## src/rtl/cbrd_pkg.sv

```systemverilog
// shared constants, types and field helpers for the complex-by-real binary32 divider
`default_nettype none
package cbrd_pkg;

  localparam int EXP_BITS = 8;
  localparam int FRAC_BITS = 23;
  localparam int WORD_W = EXP_BITS + FRAC_BITS + 1;
  localparam int SIG_W = FRAC_BITS + 1;
  localparam int BIAS = (1 << (EXP_BITS - 1)) - 1;
  localparam int EXP_ALL = (1 << EXP_BITS) - 1;
  localparam int LSB_W = EXP_BITS + 4;
  localparam int LZ_W = $clog2(FRAC_BITS + 1);
  localparam int MIN_LSB = 1 - BIAS - FRAC_BITS;
  localparam int QUO_W = FRAC_BITS + 5;
  localparam int PROD_W = 2 * SIG_W;

  typedef logic [WORD_W-1:0] word_t;
  typedef logic signed [LSB_W-1:0] lsb_t;
  typedef logic [LZ_W-1:0] lz_t;
  typedef logic [SIG_W-1:0] sig_t;

  localparam word_t INF_BITS = word_t'(EXP_ALL) << FRAC_BITS;
  localparam word_t QUIET_BIT = word_t'(1) << (FRAC_BITS - 1);
  localparam word_t CANON_NAN = INF_BITS | QUIET_BIT;

  function automatic logic [EXP_BITS-1:0] exp_of(word_t x);
    return x[WORD_W-2:FRAC_BITS];
  endfunction

  function automatic logic is_nan(word_t x);
    return (&exp_of(x)) && (|x[FRAC_BITS-1:0]);
  endfunction

  function automatic logic is_inf(word_t x);
    return (&exp_of(x)) && !(|x[FRAC_BITS-1:0]);
  endfunction

  function automatic logic is_zero(word_t x);
    return !(|x[WORD_W-2:0]);
  endfunction

  // left shift that brings a subnormal fraction up to the hidden bit
  function automatic lz_t lead_shift(logic [FRAC_BITS-1:0] f);
    lz_t n;
    n = lz_t'(FRAC_BITS);
    for (int i = 0; i < FRAC_BITS; i++) begin
      if (f[i]) n = lz_t'(FRAC_BITS - i);
    end
    return n;
  endfunction

  function automatic sig_t unpack_sig(word_t x, lz_t lz);
    if (exp_of(x) == '0) return sig_t'({1'b0, x[FRAC_BITS-1:0]}) << lz;
    return {1'b1, x[FRAC_BITS-1:0]};
  endfunction

  function automatic lsb_t unpack_lsb(word_t x, lz_t lz);
    if (exp_of(x) == '0) return lsb_t'(MIN_LSB) - lsb_t'(lz);
    return lsb_t'(exp_of(x)) - lsb_t'(BIAS + FRAC_BITS);
  endfunction

endpackage
`default_nettype wire

```

## src/rtl/cbrd_round.sv

```systemverilog
// three-stage round-to-nearest-even and pack of a significand with exponent
`default_nettype none
module cbrd_round #(
  parameter int IN_W = cbrd_pkg::PROD_W,
  parameter int PASS_W = 1
) (
  input  wire                       clk,
  input  wire                       rst,
  input  wire                       en,
  input  wire                       in_valid,
  input  wire                       in_sign,
  input  wire cbrd_pkg::lsb_t       in_lsb,
  input  wire [IN_W-1:0]            in_sig,
  input  wire                       in_sticky,
  input  wire [PASS_W-1:0]          in_pass,
  output logic                      out_valid,
  output cbrd_pkg::word_t           out_word,
  output logic [PASS_W-1:0]         out_pass
);

  localparam int F = cbrd_pkg::FRAC_BITS;
  localparam int SIG_W = cbrd_pkg::SIG_W;
  localparam int LSB_W = cbrd_pkg::LSB_W;
  localparam int EXP_BITS = cbrd_pkg::EXP_BITS;
  localparam int WORD_W = cbrd_pkg::WORD_W;
  localparam int SH_W = $clog2(IN_W + 2);

  typedef logic signed [LSB_W:0] xl_t;

  // stage 1: shift amount
  xl_t lsb_x, sub, nsh_x;
  logic [SH_W-1:0] nsh, sh;

  always_comb begin
    lsb_x = {in_lsb[LSB_W-1], in_lsb};
    sub = xl_t'(cbrd_pkg::MIN_LSB) - lsb_x;
    nsh = in_sig[IN_W-1] ? SH_W'(IN_W - SIG_W) : SH_W'(IN_W - SIG_W - 1);
    nsh_x = xl_t'(nsh);
    if (sub > xl_t'(IN_W + 1)) begin
      sh = SH_W'(IN_W + 1);
    end else if (sub > nsh_x) begin
      sh = sub[SH_W-1:0];
    end else begin
      sh = nsh;
    end
  end

  logic r1_valid, r1_sign, r1_sticky;
  xl_t r1_lsb;
  logic [SH_W-1:0] r1_sh;
  logic [IN_W-1:0] r1_sig;
  logic [PASS_W-1:0] r1_pass;

  always_ff @(posedge clk) begin
    if (rst) begin
      r1_valid <= 1'b0;
    end else if (en) begin
      r1_valid <= in_valid;
    end
  end

  always_ff @(posedge clk) begin
    if (en) begin
      r1_sign <= in_sign;
      r1_lsb <= lsb_x + xl_t'(sh);
      r1_sh <= sh;
      r1_sig <= in_sig;
      r1_sticky <= in_sticky;
      r1_pass <= in_pass;
    end
  end

  // stage 2: alignment shift, guard and sticky
  logic [2*IN_W-1:0] wide;
  logic [IN_W-1:0] kept, low;

  always_comb begin
    wide = {r1_sig, IN_W'(0)} >> r1_sh;
    kept = wide[2*IN_W-1:IN_W];
    low = wide[IN_W-1:0];
  end

  logic r2_valid, r2_sign, r2_guard, r2_rest;
  xl_t r2_lsb;
  logic [SIG_W-1:0] r2_kept;
  logic [PASS_W-1:0] r2_pass;

  always_ff @(posedge clk) begin
    if (rst) begin
      r2_valid <= 1'b0;
    end else if (en) begin
      r2_valid <= r1_valid;
    end
  end

  always_ff @(posedge clk) begin
    if (en) begin
      r2_sign <= r1_sign;
      r2_lsb <= r1_lsb;
      r2_kept <= kept[SIG_W-1:0];
      r2_guard <= low[IN_W-1];
      r2_rest <= (|low[IN_W-2:0]) | r1_sticky;
      r2_pass <= r1_pass;
    end
  end

  // stage 3: increment and pack
  logic inc;
  logic [SIG_W:0] s2;
  logic [SIG_W-1:0] s3;
  xl_t l3, biased;
  cbrd_pkg::word_t word;

  always_comb begin
    inc = r2_guard & (r2_rest | r2_kept[0]);
    s2 = {1'b0, r2_kept} + (SIG_W+1)'(inc);
    if (s2[SIG_W]) begin
      s3 = s2[SIG_W:1];
      l3 = r2_lsb + xl_t'(1);
    end else begin
      s3 = s2[SIG_W-1:0];
      l3 = r2_lsb;
    end
    biased = l3 + xl_t'(F + cbrd_pkg::BIAS);
    if (!s3[SIG_W-1]) begin
      word = {r2_sign, EXP_BITS'(0), s3[F-1:0]};
    end else if (biased >= xl_t'(cbrd_pkg::EXP_ALL)) begin
      word = {r2_sign, cbrd_pkg::INF_BITS[WORD_W-2:0]};
    end else begin
      word = {r2_sign, biased[EXP_BITS-1:0], s3[F-1:0]};
    end
  end

  always_ff @(posedge clk) begin
    if (rst) begin
      out_valid <= 1'b0;
    end else if (en) begin
      out_valid <= r2_valid;
    end
  end

  always_ff @(posedge clk) begin
    if (en) begin
      out_word <= word;
      out_pass <= r2_pass;
    end
  end

endmodule
`default_nettype wire

```

## src/rtl/cbrd_mul.sv

```systemverilog
// two-lane pipelined binary32 multiply of the dividend parts by the reciprocal
`default_nettype none
module cbrd_mul #(
  parameter int PASS_W = 1
) (
  input  wire                  clk,
  input  wire                  rst,
  input  wire                  en,
  input  wire                  in_valid,
  input  wire cbrd_pkg::word_t in_re,
  input  wire cbrd_pkg::word_t in_im,
  input  wire cbrd_pkg::word_t in_recip,
  input  wire [PASS_W-1:0]     in_pass,
  output logic                 out_valid,
  output cbrd_pkg::word_t      out_re,
  output cbrd_pkg::word_t      out_im,
  output logic [PASS_W-1:0]    out_pass
);

  localparam int F = cbrd_pkg::FRAC_BITS;
  localparam int WORD_W = cbrd_pkg::WORD_W;
  localparam int PROD_W = cbrd_pkg::PROD_W;

  cbrd_pkg::word_t a_in [2];
  logic spec [2];
  cbrd_pkg::word_t spec_val [2];

  always_comb begin
    a_in[0] = in_re;
    a_in[1] = in_im;
    for (int l = 0; l < 2; l++) begin
      spec[l] = 1'b1;
      spec_val[l] = '0;
      if (cbrd_pkg::is_nan(a_in[l])) begin
        spec_val[l] = a_in[l] | cbrd_pkg::QUIET_BIT;
      end else if (cbrd_pkg::is_inf(a_in[l])) begin
        spec_val[l] = cbrd_pkg::is_zero(in_recip) ? cbrd_pkg::CANON_NAN :
          {a_in[l][WORD_W-1] ^ in_recip[WORD_W-1], cbrd_pkg::INF_BITS[WORD_W-2:0]};
      end else if (cbrd_pkg::is_inf(in_recip)) begin
        spec_val[l] = cbrd_pkg::is_zero(a_in[l]) ? cbrd_pkg::CANON_NAN :
          {a_in[l][WORD_W-1] ^ in_recip[WORD_W-1], cbrd_pkg::INF_BITS[WORD_W-2:0]};
      end else if (cbrd_pkg::is_zero(a_in[l]) || cbrd_pkg::is_zero(in_recip)) begin
        spec_val[l] = {a_in[l][WORD_W-1] ^ in_recip[WORD_W-1], (WORD_W-1)'(0)};
      end else begin
        spec[l] = 1'b0;
      end
    end
  end

  // stage 1: normalize counts and special results
  logic m1_valid;
  cbrd_pkg::word_t m1_a [2];
  cbrd_pkg::lz_t m1_lza [2];
  cbrd_pkg::word_t m1_r;
  cbrd_pkg::lz_t m1_lzr;
  logic m1_spec [2];
  cbrd_pkg::word_t m1_val [2];
  logic [PASS_W-1:0] m1_pass;

  always_ff @(posedge clk) begin
    if (rst) begin
      m1_valid <= 1'b0;
    end else if (en) begin
      m1_valid <= in_valid;
    end
  end

  always_ff @(posedge clk) begin
    if (en) begin
      for (int l = 0; l < 2; l++) begin
        m1_a[l] <= a_in[l];
        m1_lza[l] <= cbrd_pkg::lead_shift(a_in[l][F-1:0]);
        m1_spec[l] <= spec[l];
        m1_val[l] <= spec_val[l];
      end
      m1_r <= in_recip;
      m1_lzr <= cbrd_pkg::lead_shift(in_recip[F-1:0]);
      m1_pass <= in_pass;
    end
  end

  // stage 2: unpacked significands and exponents
  logic m2_valid;
  cbrd_pkg::sig_t m2_sa [2];
  cbrd_pkg::lsb_t m2_la [2];
  logic m2_sign [2];
  cbrd_pkg::sig_t m2_sr;
  cbrd_pkg::lsb_t m2_lr;
  logic m2_spec [2];
  cbrd_pkg::word_t m2_val [2];
  logic [PASS_W-1:0] m2_pass;

  always_ff @(posedge clk) begin
    if (rst) begin
      m2_valid <= 1'b0;
    end else if (en) begin
      m2_valid <= m1_valid;
    end
  end

  always_ff @(posedge clk) begin
    if (en) begin
      for (int l = 0; l < 2; l++) begin
        m2_sa[l] <= cbrd_pkg::unpack_sig(m1_a[l], m1_lza[l]);
        m2_la[l] <= cbrd_pkg::unpack_lsb(m1_a[l], m1_lza[l]);
        m2_sign[l] <= m1_a[l][WORD_W-1] ^ m1_r[WORD_W-1];
        m2_spec[l] <= m1_spec[l];
        m2_val[l] <= m1_val[l];
      end
      m2_sr <= cbrd_pkg::unpack_sig(m1_r, m1_lzr);
      m2_lr <= cbrd_pkg::unpack_lsb(m1_r, m1_lzr);
      m2_pass <= m1_pass;
    end
  end

  // stage 3: products
  logic m3_valid;
  logic [PROD_W-1:0] m3_prod [2];
  cbrd_pkg::lsb_t m3_lsb [2];
  logic m3_sign [2];
  logic m3_spec [2];
  cbrd_pkg::word_t m3_val [2];
  logic [PASS_W-1:0] m3_pass;

  always_ff @(posedge clk) begin
    if (rst) begin
      m3_valid <= 1'b0;
    end else if (en) begin
      m3_valid <= m2_valid;
    end
  end

  always_ff @(posedge clk) begin
    if (en) begin
      for (int l = 0; l < 2; l++) begin
        m3_prod[l] <= m2_sa[l] * m2_sr;
        m3_lsb[l] <= m2_la[l] + m2_lr;
        m3_sign[l] <= m2_sign[l];
        m3_spec[l] <= m2_spec[l];
        m3_val[l] <= m2_val[l];
      end
      m3_pass <= m2_pass;
    end
  end

  cbrd_pkg::word_t rnd_re, rnd_im, val_re, val_im;
  logic spec_re, spec_im;

  cbrd_round #(
    .IN_W   (PROD_W),
    .PASS_W (PASS_W + 1 + WORD_W)
  ) u_round_re (
    .clk       (clk),
    .rst       (rst),
    .en        (en),
    .in_valid  (m3_valid),
    .in_sign   (m3_sign[0]),
    .in_lsb    (m3_lsb[0]),
    .in_sig    (m3_prod[0]),
    .in_sticky (1'b0),
    .in_pass   ({m3_pass, m3_spec[0], m3_val[0]}),
    .out_valid (out_valid),
    .out_word  (rnd_re),
    .out_pass  ({out_pass, spec_re, val_re})
  );

  cbrd_round #(
    .IN_W   (PROD_W),
    .PASS_W (1 + WORD_W)
  ) u_round_im (
    .clk       (clk),
    .rst       (rst),
    .en        (en),
    .in_valid  (m3_valid),
    .in_sign   (m3_sign[1]),
    .in_lsb    (m3_lsb[1]),
    .in_sig    (m3_prod[1]),
    .in_sticky (1'b0),
    .in_pass   ({m3_spec[1], m3_val[1]}),
    .out_valid (),
    .out_word  (rnd_im),
    .out_pass  ({spec_im, val_im})
  );

  assign out_re = spec_re ? val_re : rnd_re;
  assign out_im = spec_im ? val_im : rnd_im;

endmodule
`default_nettype wire

```

## config.mk

```make
export PLATFORM = sky130hd
export DESIGN_NAME = cbrd_mul
export DESIGN_NICKNAME = d
export VERILOG_FILES = /design/src/rtl/cbrd_pkg.sv /design/src/rtl/cbrd_round.sv /design/src/rtl/cbrd_mul.sv
export SDC_FILE = /design/constraint.sdc
export NUM_CORES = 2
export LEC_CHECK = 0
export BUFFER_PORTS_ARGS = -buffer_cell sky130_fd_sc_hd__buf_2
export CORE_AREA = 3 3 442 444
export CTS_BUF_LIST = sky130_fd_sc_hd__clkbuf_8 sky130_fd_sc_hd__clkbuf_16
export CTS_CLUSTER_SIZE = 28
export DETAILED_ROUTE_END_ITERATION = 12
export DIE_AREA = 0 0 445 447
export RECOVER_POWER = 100
export SLEW_MARGIN = 20
export SYNTH_ARGS = -nofsm -noshare
export SYNTH_HDL_FRONTEND = slang
export SYNTH_SLANG_ARGS = --single-unit
```

## constraint.sdc

```tcl
create_clock -name clk -period 9.43 [get_ports clk]
set_input_delay 1.886 -clock clk [delete_from_list [all_inputs] [get_ports clk]]
set_output_delay 1.886 -clock clk [all_outputs]
set_load 0.02 [all_outputs]
```

* Word level (Yosys, flattened, before mapping)
Memories as Yosys holds them, arrays and structs flattened. A register that Yosys moved wholly into a read port is not among the register bits.
Index checks and enable logic that the tools add are counted.
** Storage, ports and cells
- Bits in registers :: 528
- Latch bits :: 0
- Bits in writable memories :: 468
- Bits in read-only memories :: 0
- Bits of input ports :: 101
- Output and inout bits :: 66
- Word-level logic and storage cells :: 252
- Memories :: 14
** Operators by class
- Add/subtract/negate cells :: 18
- Multiply operators :: 2
- Div/mod/pow operators :: 0
- Order comparisons :: 6
- Eq/ne operators :: 0
- Shift operators :: 5
- Multiplexer cells :: 127
- Bitwise gates (word level) :: 8
- Reductions and logical operators :: 30
** Memory list
- m3_prod :: words 2, bits a word 48, read ports 2, clocked after memory_dff 0, write ports 2, line cbrd_mul.sv:118 : logic [PROD_W-1:0] m3_prod [2];
- m1_a :: words 2, bits a word 32, read ports 2, clocked after memory_dff 0, write ports 2, line cbrd_mul.sv:52 : cbrd_pkg::word_t m1_a [2];
- m1_val :: words 2, bits a word 32, read ports 2, clocked after memory_dff 0, write ports 2, line cbrd_mul.sv:57 : cbrd_pkg::word_t m1_val [2];
- m2_val :: words 2, bits a word 32, read ports 2, clocked after memory_dff 0, write ports 2, line cbrd_mul.sv:90 : cbrd_pkg::word_t m2_val [2];
- m3_val :: words 2, bits a word 32, read ports 2, clocked after memory_dff 2, write ports 2, line cbrd_mul.sv:122 : cbrd_pkg::word_t m3_val [2];
- m2_sa :: words 2, bits a word 24, read ports 2, clocked after memory_dff 0, write ports 2, line cbrd_mul.sv:84 : cbrd_pkg::sig_t m2_sa [2];
- 8 more memories
** Operators by type and width (count)
- 32-bit two-way mux :: 14
- 5-bit two-way mux :: 50
- 24-bit two-way mux :: 9
- 96-bit by 6-bit right shift with 72-bit output :: 2
- 24-bit by 24-bit multiplier with 48-bit output :: 2
- 12-bit two-way mux :: 8
- 47-bit OR reduction :: 2
- 31-bit OR reduction :: 3
- 23-bit by 5-bit left shift with 24-bit output :: 3
- 23-bit two-way mux :: 3
- 23-bit OR reduction :: 3
- 31-bit two-way mux :: 2
- 24-bit by 1-bit adder with 25-bit output :: 2
- 4-bit two-way mux :: 10
- 9-bit by 6-bit subtractor with 10-bit output, first input constant :: 3
- 8-bit by 8-bit subtractor with 9-bit output, second input constant :: 3
- 12-bit by 7-bit adder with 13-bit output :: 2
- 13-bit by 2-bit adder with 13-bit output, second input constant :: 2
- 13-bit by 9-bit adder with 13-bit output, second input constant :: 2
- 13-bit by 9-bit >= comparator with 1-bit output, second input constant :: 2
- 13-bit by 7-bit > comparator with 1-bit output :: 2
- 13-bit by 7-bit > comparator with 1-bit output, second input constant :: 2
- 13-bit two-way mux :: 2
- 9-bit by 12-bit subtractor with 13-bit output, first input constant :: 2
- 16 further kinds :: 61

* Depth between registers and ports, before layout
- Depth after elaboration :: 23
- Depth in mapped cells :: 28
- Gate-level depth less buffers :: 26

* Cells and area by module
Synthesis repeated with hierarchy kept, for this count alone.
** Second synthesis, totals
- Cells, all modules :: 7961
- Area, all modules :: 86167.6 um^2
** By module, submodules not included
- cbrd_mul :: instances 1, cells an instance 5968, area an instance 61161.2 um^2, sequential area each 16125.5 um^2
- cbrd_round at u_round_re :: instances 1, cells an instance 992, area an instance 12530.8 um^2, sequential area each 7357.1 um^2
- cbrd_round at u_round_im :: instances 1, cells an instance 1001, area an instance 12475.7 um^2, sequential area each 7267.0 um^2

* Worst setup path after synthesis
OpenSTA, ideal clock, no wires.
- Path type :: register to register
- Start :: register m2_sr[3]
- End :: memory m3_prod[0][47] in the netlist's numbering, data pin
- Library setup time :: 0.264 ns
- Arrival :: 7.042 ns
- Data required time :: 9.166 ns
- Path slack :: 2.125 ns
- Cell stages (with the launch flop) :: 28
- Path buffers :: 3
- Period minus slack after synthesis :: 7.305 ns
- Cell sequence :: edfxtp_1 -> clkbuf_1 -> clkbuf_1 -> nand2_1 -> fa_1 -> inv_1 -> fa_1 -> inv_1 -> fa_1 -> fa_1 -> inv_1 -> fa_1 -> fa_1 -> inv_1 -> fa_1 -> inv_1 -> ha_1 -> clkbuf_1 -> and3_1 -> a2111oi_0 -> o31ai_1 -> o311ai_1 -> a21oi_1 -> a21oi_1 -> nor3_1 -> o22a_1 -> a221oi_1 -> xnor2_1
** RTL lines
- start: declaration :: line cbrd_mul.sv:87 : cbrd_pkg::sig_t m2_sr;
- start signal: assignment :: line cbrd_mul.sv:110 : m2_sr <= cbrd_pkg::unpack_sig(m1_r, m1_lzr);
- end: declaration :: line cbrd_mul.sv:118

==> flow_metrics.py <==
metrics = {
    "setup_path": {
        "path_class": "reg2reg",
        "cp_max_fo": 27,
        "cp-start-kind": "flip-flop",
        "cp_data_arrival_time_ns": 8.88,
        "endpoint_kind": "flip-flop",
        "required_ns": 9.92,
    },
    "run": {
        "maxCapViolations": 20,
    },
    "clock_network": {
        "clk_path_buf_depth": 3,
        "tritoncts": "built",
        "cts_sinks": 1022,
        "cts_resized": 0,
        "cts-htree-levels": 3,
        "cts_root_buf": "clkbuf_16",
        "clock_latency_ns": 0.77,
        "postCtsSetupBuffers": 0,
        "cts_hold_buf": 0,
        "cts_made_buffers": 107,
        "path_clk_slew_ns": 0.07,
    },
    "die": {
        "die_y_um": 447,
        "coreArea_mm2": 0.192,
        "start_util": 0.448,
        "dieArea_mm2": 0.199,
        "num_io_pins": 167,
        "dieWidth_um": 445,
        "num_rows": 161,
    },
    "timing": {
        "hold_viol": 0,
        "worst_slew_pin_slew_ns": 4.58,
        "setup_violations": 0,
        "finalSetupTns_ns": 0,
        "slew_headroom": -2.06,
        "period_minus_slack_ns": 8.39,
        "max_freq_ghz": 0.119,
        "fin_crit_sh": 0.889,
        "rsz0062_at_grt": "no",
        "maxSlewViolCount": 1107,
        "fin_skew_ns": 0.0709,
    },
    "detailed_routing": {
        "first_iter_violations": 4501,
        "dr_total_vias": 55800,
        "drc": 0,
        "routed_wl_um": 214000,
        "drtAntennaViolNets": 0,
        "firstDrtPassIters": 8,
        "wl_per_cell_um": 20.6,
        "via_per_inst": 5.38,
    },
    "synth": {
        "synth_area_leaders": "edfxtp_1, fa_1, ha_1",
        "yosysWarnings": 0,
        "yosysMostFrequentCell": "inv_1",
        "synth_top_cell_area_share": 0.355,
        "yosys.area.top_type": "edfxtp_1",
        "synth_edf_count": 1016,
        "synthArstFlopShare": 0,
        "ys_types": 99,
        "syn-cell-area_mm2": 0.0860,
        "synth_area_per_cell_um2": 11.1,
        "synthTopCellsByCount": "inv_1, edfxtp_1, fa_1",
        "synthCells": 7754,
        "ys_seq_area_frac": 0.356,
        "ys_ff_latch": 1022,
        "postSynthNetCount": 9229,
        "synth-main-ff-cell": "edfxtp_1",
    },
    "cells_and_area": {
        "final_nets": 9219,
        "syn_to_final_growth_pct": 7.74,
        "multi_input_area_mm2": 0.0492,
        "ff_latch_area_mm2": 0.0306,
        "drive_gt1_frac": 0.0732,
        "nFillCells": 17400,
    },
    "global_route": {
        "track_usage": 0.216,
        "gr-total-overflow": 0,
        "grt_max_degree": 173,
        "antenna_found_initial": 15,
        "first_global_vias": 57200,
        "grt_pass1_wl_um": 335000,
    },
    "placement": {
        "port_buffers": 166,
        "gp_congestion": 0.883,
        "dpl.hpwl_um": 164000,
    },
    "outcome": {
        "status": "finished, violations left",
        "failed_checks": "max-capacitance violations, max-slew violations",
    },
    "worst_hold_path": {
        "hold_class": "reg2reg",
    },
}
worst max-delay path, stage by stage, from the launching register on:
cell and delay [ns]:
edfxtp_1 1.00, buf_4 0.41, and2_0 0.21, fa_1 0.42
fa_1 0.52, inv_1 0.05, fa_1 0.46, fa_1 0.52
inv_1 0.06, fa_1 0.49, fa_1 0.49, inv_1 0.05
fa_1 0.47, inv_1 0.04, ha_1 0.32, a21o_1 0.19
a21oi_1 0.27, nor3b_1 0.34, o2111ai_1 0.21, a32oi_1 0.44
o31ai_1 0.22, o221ai_1 0.33, o21a_1 0.28, mux2i_1 0.21
nand3_1 0.08
final cells by class:
cell class	count	share of cell area
Antenna cell	10	0.000270
Clock buffer	107	0.0289
Clock inverter	91	0.0101
Inverter	1205	0.0488
Multi-Input combinational cell	5128	0.531
Sequential cell	1022	0.331
Tap cell	2526	0.0341
Timing Repair Buffer	280	0.0161
logic make-up (layout without fill, tap and decap cells):
kind of cell / after synthesis / after routing / synth area share
simple gates: 2207 / 2207 / 0.129
fa+ha+maj: 1374 / 1374 / 0.284
mux: 492 / 492 / 0.0769
xor+xnor: 209 / 209 / 0.0213
other cells: 0 / 10 / 0
buf+inv: 1604 / 1683 / 0.0706
compound gates: 846 / 846 / 0.0621
flops: 1022 / 1022 / 0.356
per-stage QoR:
| stage | hold slack [ns] | util | area [µm²] | setup WS [ns] | cells |
|---|---|---|---|---|---|
| after detailed placement | 0.405 | 0.465 | 89300 | 1.11 | 10200 |
| after floorplan | 0.400 | - | 86000 | 2.12 | 7754 |
| after global placement | 0.400 | 0.465 | 89300 | 1.26 | 10200 |
| after CTS | 0.371 | 0.484 | 92900 | 1.06 | 10400 |
| after global routing | 0.366 | 0.483 | 92600 | 0.436 | 10400 |
| final | 0.374 | 0.483 | 92600 | 1.04 | 10400 |
final timing paths:
kind | slack (ns) | end | from | cells past startpoint
max | 1.04 | m3_prod[0][92] | m2_sr[6] | 24
min | 0.37 | u_round_re.r1_sig[25] | m3_prod[0][25] | 0
max reg2reg | 1.04 | m3_prod[0][92] | m2_sr[6] | 24
min reg2reg | 0.37 | u_round_re.r1_sig[25] | m3_prod[0][25] | 0
layer usage:
metal	vias up	wire [µm]	track usage
met1	28300	98000	0.315
li1	25700	-	-
met2	1545	96400	0.336
met4	4	6490	0.0621
met3	301	12900	0.0340
met5	-	34	0
layout by cell type, fill, tap and decap left out, drive strengths merged, types with 116 or more instances in the layout:
cell type	instances
nor2	243
fa	968
a21oi	245
nand2	857
mux2i	188
mux4	116
ha	406
inv	1228
clkbuf	281
and2	628
mux2	188
o21ai	217
edfxtp	1016
xnor2	135
flip-flops by register name, indices dropped and copies added, names as in the netlist, 32 cells and up:
signal               count
m3_val                  64
u_round_re.r2_pass      34
u_round_re.out_word     32
m2_sa                   48
m1_val                  64
u_round_im.r2_pass      33
u_round_im.r1_sig       48
m1_a                    64
u_round_re.r1_pass      34
m1_r                    32
m3_prod                 96
u_round_im.out_word     32
m2_val                  64
u_round_im.r1_pass      33
u_round_re.r1_sig       48
u_round_re.out_pass     34
u_round_im.out_pass     33
Power is left out: the tool's default activity adds up to more than one toggle a clock period on the data nets, which glitch-free logic cannot reach.
