## src/rtl/cbrd_pkg.sv

```systemverilog
// shared constants, types and field helpers for the complex-by-real binary32 divider
`default_nettype none
package cbrd_pkg;

  localparam int EXP_BITS = 8;
  localparam int FRAC_BITS = 23;
  localparam int WORD_W = EXP_BITS + FRAC_BITS + 1;
  localparam int SIG_W = FRAC_BITS + 1;
  localparam int BIAS = (1 << (EXP_BITS - 1)) - 1;
  localparam int EXP_ALL = (1 << EXP_BITS) - 1;
  localparam int LSB_W = EXP_BITS + 4;
  localparam int LZ_W = $clog2(FRAC_BITS + 1);
  localparam int MIN_LSB = 1 - BIAS - FRAC_BITS;
  localparam int QUO_W = FRAC_BITS + 5;
  localparam int PROD_W = 2 * SIG_W;

  typedef logic [WORD_W-1:0] word_t;
  typedef logic signed [LSB_W-1:0] lsb_t;
  typedef logic [LZ_W-1:0] lz_t;
  typedef logic [SIG_W-1:0] sig_t;

  localparam word_t INF_BITS = word_t'(EXP_ALL) << FRAC_BITS;
  localparam word_t QUIET_BIT = word_t'(1) << (FRAC_BITS - 1);
  localparam word_t CANON_NAN = INF_BITS | QUIET_BIT;

  function automatic logic [EXP_BITS-1:0] exp_of(word_t x);
    return x[WORD_W-2:FRAC_BITS];
  endfunction

  function automatic logic is_nan(word_t x);
    return (&exp_of(x)) && (|x[FRAC_BITS-1:0]);
  endfunction

  function automatic logic is_inf(word_t x);
    return (&exp_of(x)) && !(|x[FRAC_BITS-1:0]);
  endfunction

  function automatic logic is_zero(word_t x);
    return !(|x[WORD_W-2:0]);
  endfunction

  // left shift that brings a subnormal fraction up to the hidden bit
  function automatic lz_t lead_shift(logic [FRAC_BITS-1:0] f);
    lz_t n;
    n = lz_t'(FRAC_BITS);
    for (int i = 0; i < FRAC_BITS; i++) begin
      if (f[i]) n = lz_t'(FRAC_BITS - i);
    end
    return n;
  endfunction

  function automatic sig_t unpack_sig(word_t x, lz_t lz);
    if (exp_of(x) == '0) return sig_t'({1'b0, x[FRAC_BITS-1:0]}) << lz;
    return {1'b1, x[FRAC_BITS-1:0]};
  endfunction

  function automatic lsb_t unpack_lsb(word_t x, lz_t lz);
    if (exp_of(x) == '0) return lsb_t'(MIN_LSB) - lsb_t'(lz);
    return lsb_t'(exp_of(x)) - lsb_t'(BIAS + FRAC_BITS);
  endfunction

endpackage
`default_nettype wire

```

## src/rtl/cbrd_round.sv

```systemverilog
// three-stage round-to-nearest-even and pack of a significand with exponent
`default_nettype none
module cbrd_round #(
  parameter int IN_W = cbrd_pkg::PROD_W,
  parameter int PASS_W = 1
) (
  input  wire                       clk,
  input  wire                       rst,
  input  wire                       en,
  input  wire                       in_valid,
  input  wire                       in_sign,
  input  wire cbrd_pkg::lsb_t       in_lsb,
  input  wire [IN_W-1:0]            in_sig,
  input  wire                       in_sticky,
  input  wire [PASS_W-1:0]          in_pass,
  output logic                      out_valid,
  output cbrd_pkg::word_t           out_word,
  output logic [PASS_W-1:0]         out_pass
);

  localparam int F = cbrd_pkg::FRAC_BITS;
  localparam int SIG_W = cbrd_pkg::SIG_W;
  localparam int LSB_W = cbrd_pkg::LSB_W;
  localparam int EXP_BITS = cbrd_pkg::EXP_BITS;
  localparam int WORD_W = cbrd_pkg::WORD_W;
  localparam int SH_W = $clog2(IN_W + 2);

  typedef logic signed [LSB_W:0] xl_t;

  // stage 1: shift amount
  xl_t lsb_x, sub, nsh_x;
  logic [SH_W-1:0] nsh, sh;

  always_comb begin
    lsb_x = {in_lsb[LSB_W-1], in_lsb};
    sub = xl_t'(cbrd_pkg::MIN_LSB) - lsb_x;
    nsh = in_sig[IN_W-1] ? SH_W'(IN_W - SIG_W) : SH_W'(IN_W - SIG_W - 1);
    nsh_x = xl_t'(nsh);
    if (sub > xl_t'(IN_W + 1)) begin
      sh = SH_W'(IN_W + 1);
    end else if (sub > nsh_x) begin
      sh = sub[SH_W-1:0];
    end else begin
      sh = nsh;
    end
  end

  logic r1_valid, r1_sign, r1_sticky;
  xl_t r1_lsb;
  logic [SH_W-1:0] r1_sh;
  logic [IN_W-1:0] r1_sig;
  logic [PASS_W-1:0] r1_pass;

  always_ff @(posedge clk) begin
    if (rst) begin
      r1_valid <= 1'b0;
    end else if (en) begin
      r1_valid <= in_valid;
    end
  end

  always_ff @(posedge clk) begin
    if (en) begin
      r1_sign <= in_sign;
      r1_lsb <= lsb_x + xl_t'(sh);
      r1_sh <= sh;
      r1_sig <= in_sig;
      r1_sticky <= in_sticky;
      r1_pass <= in_pass;
    end
  end

  // stage 2: alignment shift, guard and sticky
  logic [2*IN_W-1:0] wide;
  logic [IN_W-1:0] kept, low;

  always_comb begin
    wide = {r1_sig, IN_W'(0)} >> r1_sh;
    kept = wide[2*IN_W-1:IN_W];
    low = wide[IN_W-1:0];
  end

  logic r2_valid, r2_sign, r2_guard, r2_rest;
  xl_t r2_lsb;
  logic [SIG_W-1:0] r2_kept;
  logic [PASS_W-1:0] r2_pass;

  always_ff @(posedge clk) begin
    if (rst) begin
      r2_valid <= 1'b0;
    end else if (en) begin
      r2_valid <= r1_valid;
    end
  end

  always_ff @(posedge clk) begin
    if (en) begin
      r2_sign <= r1_sign;
      r2_lsb <= r1_lsb;
      r2_kept <= kept[SIG_W-1:0];
      r2_guard <= low[IN_W-1];
      r2_rest <= (|low[IN_W-2:0]) | r1_sticky;
      r2_pass <= r1_pass;
    end
  end

  // stage 3: increment and pack
  logic inc;
  logic [SIG_W:0] s2;
  logic [SIG_W-1:0] s3;
  xl_t l3, biased;
  cbrd_pkg::word_t word;

  always_comb begin
    inc = r2_guard & (r2_rest | r2_kept[0]);
    s2 = {1'b0, r2_kept} + (SIG_W+1)'(inc);
    if (s2[SIG_W]) begin
      s3 = s2[SIG_W:1];
      l3 = r2_lsb + xl_t'(1);
    end else begin
      s3 = s2[SIG_W-1:0];
      l3 = r2_lsb;
    end
    biased = l3 + xl_t'(F + cbrd_pkg::BIAS);
    if (!s3[SIG_W-1]) begin
      word = {r2_sign, EXP_BITS'(0), s3[F-1:0]};
    end else if (biased >= xl_t'(cbrd_pkg::EXP_ALL)) begin
      word = {r2_sign, cbrd_pkg::INF_BITS[WORD_W-2:0]};
    end else begin
      word = {r2_sign, biased[EXP_BITS-1:0], s3[F-1:0]};
    end
  end

  always_ff @(posedge clk) begin
    if (rst) begin
      out_valid <= 1'b0;
    end else if (en) begin
      out_valid <= r2_valid;
    end
  end

  always_ff @(posedge clk) begin
    if (en) begin
      out_word <= word;
      out_pass <= r2_pass;
    end
  end

endmodule
`default_nettype wire

```

## src/rtl/cbrd_recip.sv

```systemverilog
// pipelined reciprocal: unpack, one quotient bit per stage, round
`default_nettype none
module cbrd_recip #(
  parameter int PASS_W = 1
) (
  input  wire                  clk,
  input  wire                  rst,
  input  wire                  en,
  input  wire                  in_valid,
  input  wire cbrd_pkg::word_t in_divisor,
  input  wire [PASS_W-1:0]     in_pass,
  output logic                 out_valid,
  output cbrd_pkg::word_t      out_recip,
  output logic [PASS_W-1:0]    out_pass
);

  localparam int F = cbrd_pkg::FRAC_BITS;
  localparam int SIG_W = cbrd_pkg::SIG_W;
  localparam int QUO_W = cbrd_pkg::QUO_W;
  localparam int WORD_W = cbrd_pkg::WORD_W;

  // unpack stage 1: normalize count
  logic u1_valid;
  cbrd_pkg::word_t u1_x;
  cbrd_pkg::lz_t u1_lz;
  logic [PASS_W-1:0] u1_pass;

  always_ff @(posedge clk) begin
    if (rst) begin
      u1_valid <= 1'b0;
    end else if (en) begin
      u1_valid <= in_valid;
    end
  end

  always_ff @(posedge clk) begin
    if (en) begin
      u1_x <= in_divisor;
      u1_lz <= cbrd_pkg::lead_shift(in_divisor[F-1:0]);
      u1_pass <= in_pass;
    end
  end

  // divider stages, index 0 is the unpacked divisor
  logic d_valid [QUO_W+1];
  logic d_sign [QUO_W+1];
  cbrd_pkg::sig_t d_m [QUO_W+1];
  cbrd_pkg::sig_t d_rem [QUO_W+1];
  logic [QUO_W-1:0] d_q [QUO_W+1];
  cbrd_pkg::lsb_t d_lsb [QUO_W+1];
  logic [PASS_W-1:0] d_pass [QUO_W+1];

  cbrd_pkg::lsb_t u1_p;

  always_comb begin
    u1_p = cbrd_pkg::unpack_lsb(u1_x, u1_lz);
  end

  always_ff @(posedge clk) begin
    if (rst) begin
      d_valid[0] <= 1'b0;
    end else if (en) begin
      d_valid[0] <= u1_valid;
    end
  end

  always_ff @(posedge clk) begin
    if (en) begin
      d_sign[0] <= u1_x[WORD_W-1];
      d_m[0] <= cbrd_pkg::unpack_sig(u1_x, u1_lz);
      d_rem[0] <= SIG_W'(1) << (F - 1);
      d_q[0] <= '0;
      d_lsb[0] <= cbrd_pkg::lsb_t'(0) - u1_p - cbrd_pkg::lsb_t'(2 * F + 4);
      d_pass[0] <= u1_pass;
    end
  end

  for (genvar k = 1; k <= QUO_W; k++) begin : g_div
    logic [SIG_W:0] shifted;
    logic [SIG_W+1:0] diff;

    always_comb begin
      shifted = {d_rem[k-1], 1'b0};
      diff = {1'b0, shifted} - {2'b00, d_m[k-1]};
    end

    always_ff @(posedge clk) begin
      if (rst) begin
        d_valid[k] <= 1'b0;
      end else if (en) begin
        d_valid[k] <= d_valid[k-1];
      end
    end

    always_ff @(posedge clk) begin
      if (en) begin
        d_rem[k] <= diff[SIG_W+1] ? shifted[SIG_W-1:0] : diff[SIG_W-1:0];
        d_q[k] <= {d_q[k-1][QUO_W-2:0], ~diff[SIG_W+1]};
        d_sign[k] <= d_sign[k-1];
        d_m[k] <= d_m[k-1];
        d_lsb[k] <= d_lsb[k-1];
        d_pass[k] <= d_pass[k-1];
      end
    end
  end

  cbrd_round #(
    .IN_W   (QUO_W),
    .PASS_W (PASS_W)
  ) u_round (
    .clk       (clk),
    .rst       (rst),
    .en        (en),
    .in_valid  (d_valid[QUO_W]),
    .in_sign   (d_sign[QUO_W]),
    .in_lsb    (d_lsb[QUO_W]),
    .in_sig    (d_q[QUO_W]),
    .in_sticky (|d_rem[QUO_W]),
    .in_pass   (d_pass[QUO_W]),
    .out_valid (out_valid),
    .out_word  (out_recip),
    .out_pass  (out_pass)
  );

endmodule
`default_nettype wire

```

## config.mk

```make
export PLATFORM = sky130hd
export DESIGN_NAME = cbrd_recip
export DESIGN_NICKNAME = d
export VERILOG_FILES = /design/src/rtl/cbrd_pkg.sv /design/src/rtl/cbrd_round.sv /design/src/rtl/cbrd_recip.sv
export SDC_FILE = /design/constraint.sdc
export NUM_CORES = 2
export LEC_CHECK = 0
export ABC_CLOCK_PERIOD_IN_PS = 6500
export BUFFER_PORTS_ARGS = -buffer_cell sky130_fd_sc_hd__buf_2
export CORE_MARGIN = 1
export CORE_UTILIZATION = 50
export DETAILED_ROUTE_END_ITERATION = 6
export PLACE_DENSITY = 0.7
export SLEW_MARGIN = 25
export SYNTH_ARGS = -nofsm -noshare
export SYNTH_HDL_FRONTEND = slang
export SYNTH_HIERARCHICAL = 1
export SYNTH_SLANG_ARGS = --single-unit
```

## constraint.sdc

```tcl
create_clock -name clk -period 6.5 [get_ports clk]
set_input_delay 1.3 -clock clk [delete_from_list [all_inputs] [get_ports clk]]
set_output_delay 1.3 -clock clk [all_outputs]
set_load 0.05 [all_outputs]
```

# ---- Yosys cells after proc, flatten, opt, wreduce, memory -nomap -nowiden
# Memory sizes are Yosys's and may differ from the RTL's. A register that Yosys moved wholly into a read port is not among the register bits.
# Cells that the tools add are included.
dict set report word_totals {
  mem_bits_rw 2639
  register_bits 162
  n_memories 7
  elab_cells 235
  out_inout_bits 34
  input_bits 37
}
# memory depth word_bits read_ports rd_clocked_by_memory_dff write_ports line
set memory_table {}
lappend memory_table {d_q 29 28 29 0 29 cbrd_recip.sv:49} ;# logic [QUO_W-1:0] d_q [QUO_W+1];
lappend memory_table {d_m 29 24 28 0 29 cbrd_recip.sv:47} ;# cbrd_pkg::sig_t d_m [QUO_W+1];
lappend memory_table {d_rem 29 24 29 0 29 cbrd_recip.sv:48} ;# cbrd_pkg::sig_t d_rem [QUO_W+1];
lappend memory_table {d_lsb 29 12 29 0 29 cbrd_recip.sv:50} ;# cbrd_pkg::lsb_t d_lsb [QUO_W+1];
lappend memory_table {d_pass 29 1 29 1 29 cbrd_recip.sv:51} ;# logic [PASS_W-1:0] d_pass [QUO_W+1];
lappend memory_table {d_sign 29 1 29 1 29 cbrd_recip.sv:46} ;# logic d_sign [QUO_W+1];
lappend memory_table {{+1 memories} - - - - - -}
dict set report op_classes {
  n_lt_le_gt_ge 3
  reduce_logical 6
  bitwise_logic 60
  shift 2
  n_addsub 37
  n_mux 98
}
# operator n
set op_table {}
lappend op_table {{2-to-1 mux 24 bit} 32}
lappend op_table {{subtractor 25 x 24 -> 26 bit} 28}
lappend op_table {{>> shifter 56 x 5 -> 52 bit} 1}
lappend op_table {{2-to-1 mux 5 bit} 8}
lappend op_table {{2-to-1 mux 1 bit} 38}
lappend op_table {{2-to-1 mux 4 bit} 8}
lappend op_table {{2-to-1 mux 31 bit} 1}
lappend op_table {{OR 1 bit} 31}
lappend op_table {{inverter 1 bit} 28}
lappend op_table {{OR reduction 27 bit} 1}
lappend op_table {{adder 24 x 1 -> 25 bit} 1}
lappend op_table {{2-to-1 mux 12 bit} 2}
lappend op_table {{OR reduction 24 bit} 1}
lappend op_table {{left shift 23 x 5 -> 24 bit} 1}
lappend op_table {{2-to-1 mux 23 bit} 1}
lappend op_table {{2-to-1 mux 3 bit} 5}
lappend op_table {{OR reduction 15 bit} 1}
lappend op_table {{adder 12 x 6 -> 13 bit} 1}
lappend op_table {{adder 13 x 2 -> 13 bit (second input constant)} 1}
lappend op_table {{adder 13 x 9 -> 13 bit (second input constant)} 1}
lappend op_table {{>= comparator 13 x 9 -> 1 bit (second input constant)} 1}
lappend op_table {{greater-than comparator 13 x 6 -> 1 bit} 1}
lappend op_table {{greater-than comparator 13 x 6 -> 1 bit (second input constant)} 1}
lappend op_table {{2-to-1 mux 13 bit} 1}
lappend op_table {{10 further kinds} 11}

# ---- Longest topological paths before layout
dict set report logic_depth {
  word_depth 21
  mapped_depth 19
  mapped_depth_nobuf 18
}

# ---- Hierarchy
# The synthesis kept the hierarchy.
# module cells_each area_per_inst_um2 instances seq_area_each_um2
set modules_own_cells {}
lappend modules_own_cells {cbrd_recip 8349 107663.3 1 66774.0}
lappend modules_own_cells {cbrd_round 639 7319.5 1 3753.6}

# ---- Worst setup path after synthesis
# Ideal clock, no wire load.
dict set report synth_path {
  kind {register to register}
  start {register u_round.r2_kept[0]}
  end {register u_round.out_word[26], data pin}
  n_path_buf 2
  period_less_slack_ps 3807
  t_required_ps 6233
  stages_incl_launch_ff 20
  setup_time_ps 267
  arrival_ps 3540
  slack_ps 2693
  cell_sequence {edfxtp_1 o21a_1 ha_1 ha_1 and3_1 buf_2 nand3_2 nor2_1 mux2i_1 ha_1 nor2_1 nand3_1 nand4_1 a21oi_2 mux2i_1 a31oi_1 a311oi_2 nor3_2 buf_6 o21bai_1}
}
dict set report synth_via {
  elab_chain_len 7
  elab_cells_between_ends 8
  classes_between {2 x add/sub; 1 x order compare; 3 x mux; 2 x bitwise}
}
# item line
set synth_lines {}
lappend synth_lines {{start: declaration} cbrd_round.sv:85} ;# logic [SIG_W-1:0] r2_kept;
lappend synth_lines {{start signal: assignment} cbrd_round.sv:100} ;# r2_kept <= kept[SIG_W-1:0];
lappend synth_lines {{OR 1 bit} cbrd_round.sv:115} ;# inc = r2_guard & (r2_rest | r2_kept[0]);
lappend synth_lines {{AND 1 bit} cbrd_round.sv:115}
lappend synth_lines {{adder 24 x 1 -> 25 bit (*)} cbrd_round.sv:116} ;# s2 = {1'b0, r2_kept} + (SIG_W+1)'(inc);
lappend synth_lines {{2-to-1 mux 13 bit} cbrd_round.sv:117} ;# if (s2[SIG_W]) begin
lappend synth_lines {{adder 13 x 9 -> 13 bit} cbrd_round.sv:124} ;# biased = l3 + xl_t'(F + cbrd_pkg::BIAS);
lappend synth_lines {{>= comparator 13 x 9 -> 1 bit} cbrd_round.sv:127} ;# end else if (biased >= xl_t'(cbrd_pkg::EXP_ALL)) begin
lappend synth_lines {{2-to-1 mux 31 bit} cbrd_round.sv:127}
lappend synth_lines {{end signal: assignment} cbrd_round.sv:144} ;# out_word <= word;
lappend synth_lines {{end: declaration} cbrd_round.sv:17} ;# output cbrd_pkg::word_t out_word,
# Mark *: on every way between the ends. The rest lies on a longest branch, timed or not.
# A chain may end at the register's enable or synchronous reset.

# ---- Worst setup path in the final report
dict set report layout_path {
  start {register u_round.r2_kept[0]}
  end {register u_round.out_word[3], data pin}
}
dict set report layout_via {
  elab_chain_len 8
  elab_cells_between_ends 9
  classes_between {2 x add/sub; 1 x order compare; 4 x mux; 2 x bitwise}
}
# item line
set layout_lines {}
lappend layout_lines {{OR 1 bit} cbrd_round.sv:115}
lappend layout_lines {{AND 1 bit} cbrd_round.sv:115}
lappend layout_lines {{adder 24 x 1 -> 25 bit (*)} cbrd_round.sv:116}
lappend layout_lines {{2-to-1 mux 13 bit} cbrd_round.sv:117}
lappend layout_lines {{adder 13 x 9 -> 13 bit} cbrd_round.sv:124}
lappend layout_lines {{>= comparator 13 x 9 -> 1 bit} cbrd_round.sv:127}
lappend layout_lines {{2-to-1 mux 31 bit} cbrd_round.sv:127}
lappend layout_lines {{2-to-1 mux 23 bit (*)} cbrd_round.sv:125} ;# if (!s3[SIG_W-1]) begin
lappend layout_lines {{named net u_round.word[3]} cbrd_round.sv:112} ;# cbrd_pkg::word_t word;
# Mark *: on every way through the listed nets, which the timed path passes. The rest lies on a longest branch.

==> flow_metrics.py <==
metrics = {
    "outcome": {
        "status": "finished, final reports clean",
    },
    "critical_path": {
        "cp_data_required_time_ns": 7.17,
        "slowest_stage": "nor4_4",
        "arrival_ns": 5.15,
        "reg2reg_setup_slack_ns": 2.02,
        "critPathMaxStageDelay_ns": 0.56,
        "path_buf_inv": 1,
        "path_cells": "o21a_1, ha_1, ha_1, nand3_1, nor4_4, nand3_1, xor2_1, ha_1, nor2_1, nand3_1, nand4_1, a21oi_2, mux2i_1, a31oi_1, a311oi_2, nor3_2, buf_4, nor4_1",
        "critPathLaunchType": "flop",
        "cp-end-kind": "flop",
        "critPathTopFamily": "simple AND/OR/NAND/NOR gates",
        "crit_path_max_fanout": 12,
        "criticalPathCategory": "reg -> reg",
    },
    "finish": {
        "final_cells": 12441,
        "final_common_cell": "edfxtp_1",
        "layout-drive-gt1-share_pct": 9.71,
        "finalInstanceArea_um2": 127000,
        "layout.nets": 9921,
        "layout_common_cells": "edfxtp_1, inv_1, ha_1, nand2_1, a21oi_1",
        "area_growth_pct": 10.7,
    },
    "power": {
        "p_total_mw": 58.2,
        "power_density_nw_per_um2": 457,
        "vdd_drop_max_mv": 0.385,
        "leakagePower_nw": 49.7,
    },
    "clock_tree": {
        "insertion_delay_ns": 0.88,
        "cts-hold-fix-buffers": 0,
        "cts_tree": "done",
        "cts_buffers": 238,
        "htree_num_levels": 4,
        "clkTransAtPathRegs_ns": 0.07,
        "clock_sinks": 2350,
        "cts_resized": 0,
        "clk_path_buf_depth": 3,
        "cts-root-buf": "clkbuf_16",
        "cts_setup_buffers": 0,
    },
    "floorplan": {
        "rows": 175,
        "dieWidth_um": 482,
        "initial_core_util_pct": 50.4,
        "coreArea_um2": 228000,
        "ios": 71,
        "die_y_um": 482,
        "design.die.area_um2": 232000,
    },
    "synth": {
        "syn_area_um2": 115000,
        "avgSynthCellArea_um2": 12.8,
        "syn_inst": 8988,
        "ys.warnings.count": 6,
        "ys.flop_type": "edfxtp_1",
        "synth_seq_area_share_pct": 61.3,
        "yosysUniqueCellTypes": 119,
        "ys_ff_latch": 2350,
        "async_flop_share_pct": 0,
        "syn-num-nets": 9691,
        "synth-edff-count": 2346,
    },
    "timing": {
        "period_needed_ns": 4.48,
        "rsz0062_at_grt": "false",
        "max_slew_margin_pct": 28.0,
        "setup_viol": 0,
        "finalSetupTns_ns": 0,
        "drv_slew": 0,
        "fmax_ghz": 0.223,
        "skew_ns": 0.0917,
        "hold_viol_final": 0,
        "period_share_pct": 68.9,
        "tightest_slew_ns": 1.08,
    },
    "detailed_routing": {
        "route.detailed.drc": 0,
        "routed_wl_um": 227000,
        "vias": 69034,
        "avgViaCountPerCell": 5.55,
        "wl_per_cell_um": 18.2,
        "first_iter_violations": 4672,
        "detail-route-antenna-nets": 0,
        "first_pass_iters": 6,
    },
    "run": {
        "maxCapViolCount": 0,
    },
    "placed_design": {
        "place_inst": 11986,
        "placed_cell_area_um2": 119000,
        "gp_congestion": 0.935,
        "hpwl_um": 167000,
        "io_buffers": 70,
    },
    "global_routing": {
        "grt_overflow": 0,
        "grt_pass1_vias": 69531,
        "grt_usage_pct": 19.5,
        "grt_pass1_wl_um": 361000,
        "grt_max_degree": 177,
        "antenna_found_initial": 2,
    },
    "hold_path": {
        "hp-class": "reg -> reg",
    },
}
## where the power goes
| part | switching, mW | internal [mW] |
|---|---|---|
| clock | 5.85 | 8.16 |
| combinational | 11.8 | 9.46 |
| sequential | 1.85 | 21.0 |
## cell type report
class	instances	area [µm²]
diodes	1	2.50
flip-flops and latches	2350	70500
clock buffers	274	6090
fillers	18131	101000
clock inverters	179	2100
multi-input cells	5665	40700
inverters	816	3060
well taps	3009	3760
repair buffers	147	1130
## worst register-to-register path: cells and delay by family, from the launching register on
family | cells | cell delay (ns)
AND/OR/NAND/NOR | 8 | 1.72
buffers and inverters | 1 | 0.22
multiplexers | 1 | 0.21
adder cells (fa/ha/maj) | 3 | 0.68
AO/OA/AOI/OAI | 4 | 0.89
XOR/XNOR | 1 | 0.22
flip-flops | 1 | 0.35
## cell usage after synthesis (16+ instances only)
cell / number / area (µm²)
o31ai_1: 76 / 571
a21boi_0: 29 / 218
buf_2: 57 / 285
o21ai_1: 26 / 130
a21o_1: 234 / 1760
o22ai_1: 22 / 138
nand2b_1: 107 / 669
a31oi_1: 62 / 388
nand4_1: 43 / 269
xor2_1: 218 / 1910
mux2_4: 43 / 646
mux2i_1: 85 / 851
nor2b_1: 116 / 726
and3_1: 47 / 294
fa_1: 28 / 561
mux2_2: 202 / 2270
nor4_1: 41 / 257
nor3_2: 19 / 190
and2_1: 73 / 457
nand2_1: 610 / 2290
a21oi_1: 565 / 2830
o21a_1: 113 / 848
a21oi_2: 16 / 140
nor2_1: 543 / 2040
o21bai_1: 53 / 398
or2_2: 33 / 206
o31a_1: 33 / 289
xnor2_1: 333 / 2920
o21ai_0: 501 / 2510
a211oi_1: 75 / 563
o41ai_1: 16 / 140
ha_1: 638 / 7980
edfxtp_1: 2346 / 70400
nor3_1: 153 / 766
nand3_1: 139 / 696
o211ai_1: 33 / 248
or3_1: 45 / 282
inv_1: 810 / 3040
clkbuf_1: 70 / 263
and4_1: 20 / 175
## cell families (layout without fill, tap and decap cells)
logic type      after synthesis  after routing  synth area share (%)
buf+inv                     973           1416                  3.35
flops                      2350           2350                  61.3
xor+xnor                    551            551                  4.20
mux                         347            347                  3.58
compound gates             2041           2041                  11.4
simple gates               2060           2060                  8.67
other cells                   0              1                     0
fa+ha+maj                   666            666                  7.43
## final timing paths
check,from,endpoint,cells after the start
setup / recovery,u_round/r2_kept[0],u_round/out_word[3],18
hold / removal,d_q[5][4],d_q[6][5],0
setup reg to reg,u_round/r2_kept[0],u_round/out_word[3],18
hold reg to reg,d_q[5][4],d_q[6][5],0
## flip-flops by register name (all words and copies together), names as in the netlist, 5 cells and up
signal            flops
d_lsb               348
d_m                 672
d_pass               29
d_q                 406
d_rem               672
d_sign               29
d_valid              29
u1_lz                 5
u1_x                 32
u_round/out_word     32
u_round/r1_lsb       13
u_round/r1_sh         5
u_round/r1_sig       28
u_round/r2_kept      24
u_round/r2_lsb       13
## metrics by stage
step                worst slack [ns]  util, %  hold WS, ns
finish                          2.02     55.9        0.387
global route                    1.61     55.9        0.383
CTS                             1.97     55.9        0.382
detailed placement              2.00     52.3        0.405
global placement                1.93     52.2        0.400
floorplan                       2.69        -        0.400
## per-layer routing
metal / GRT usage (%) / part of all wire (%) / up-vias
met4: 10.1 / 5.2 / 0
met3: 2.68 / 3.6 / 567
li1: - / - / 33730
met1: 21.7 / 39 / 33235
met5: 0 / 0 / -
met2: 35.9 / 52 / 1502
No activity file was read; power rests on OpenSTA's default activity.
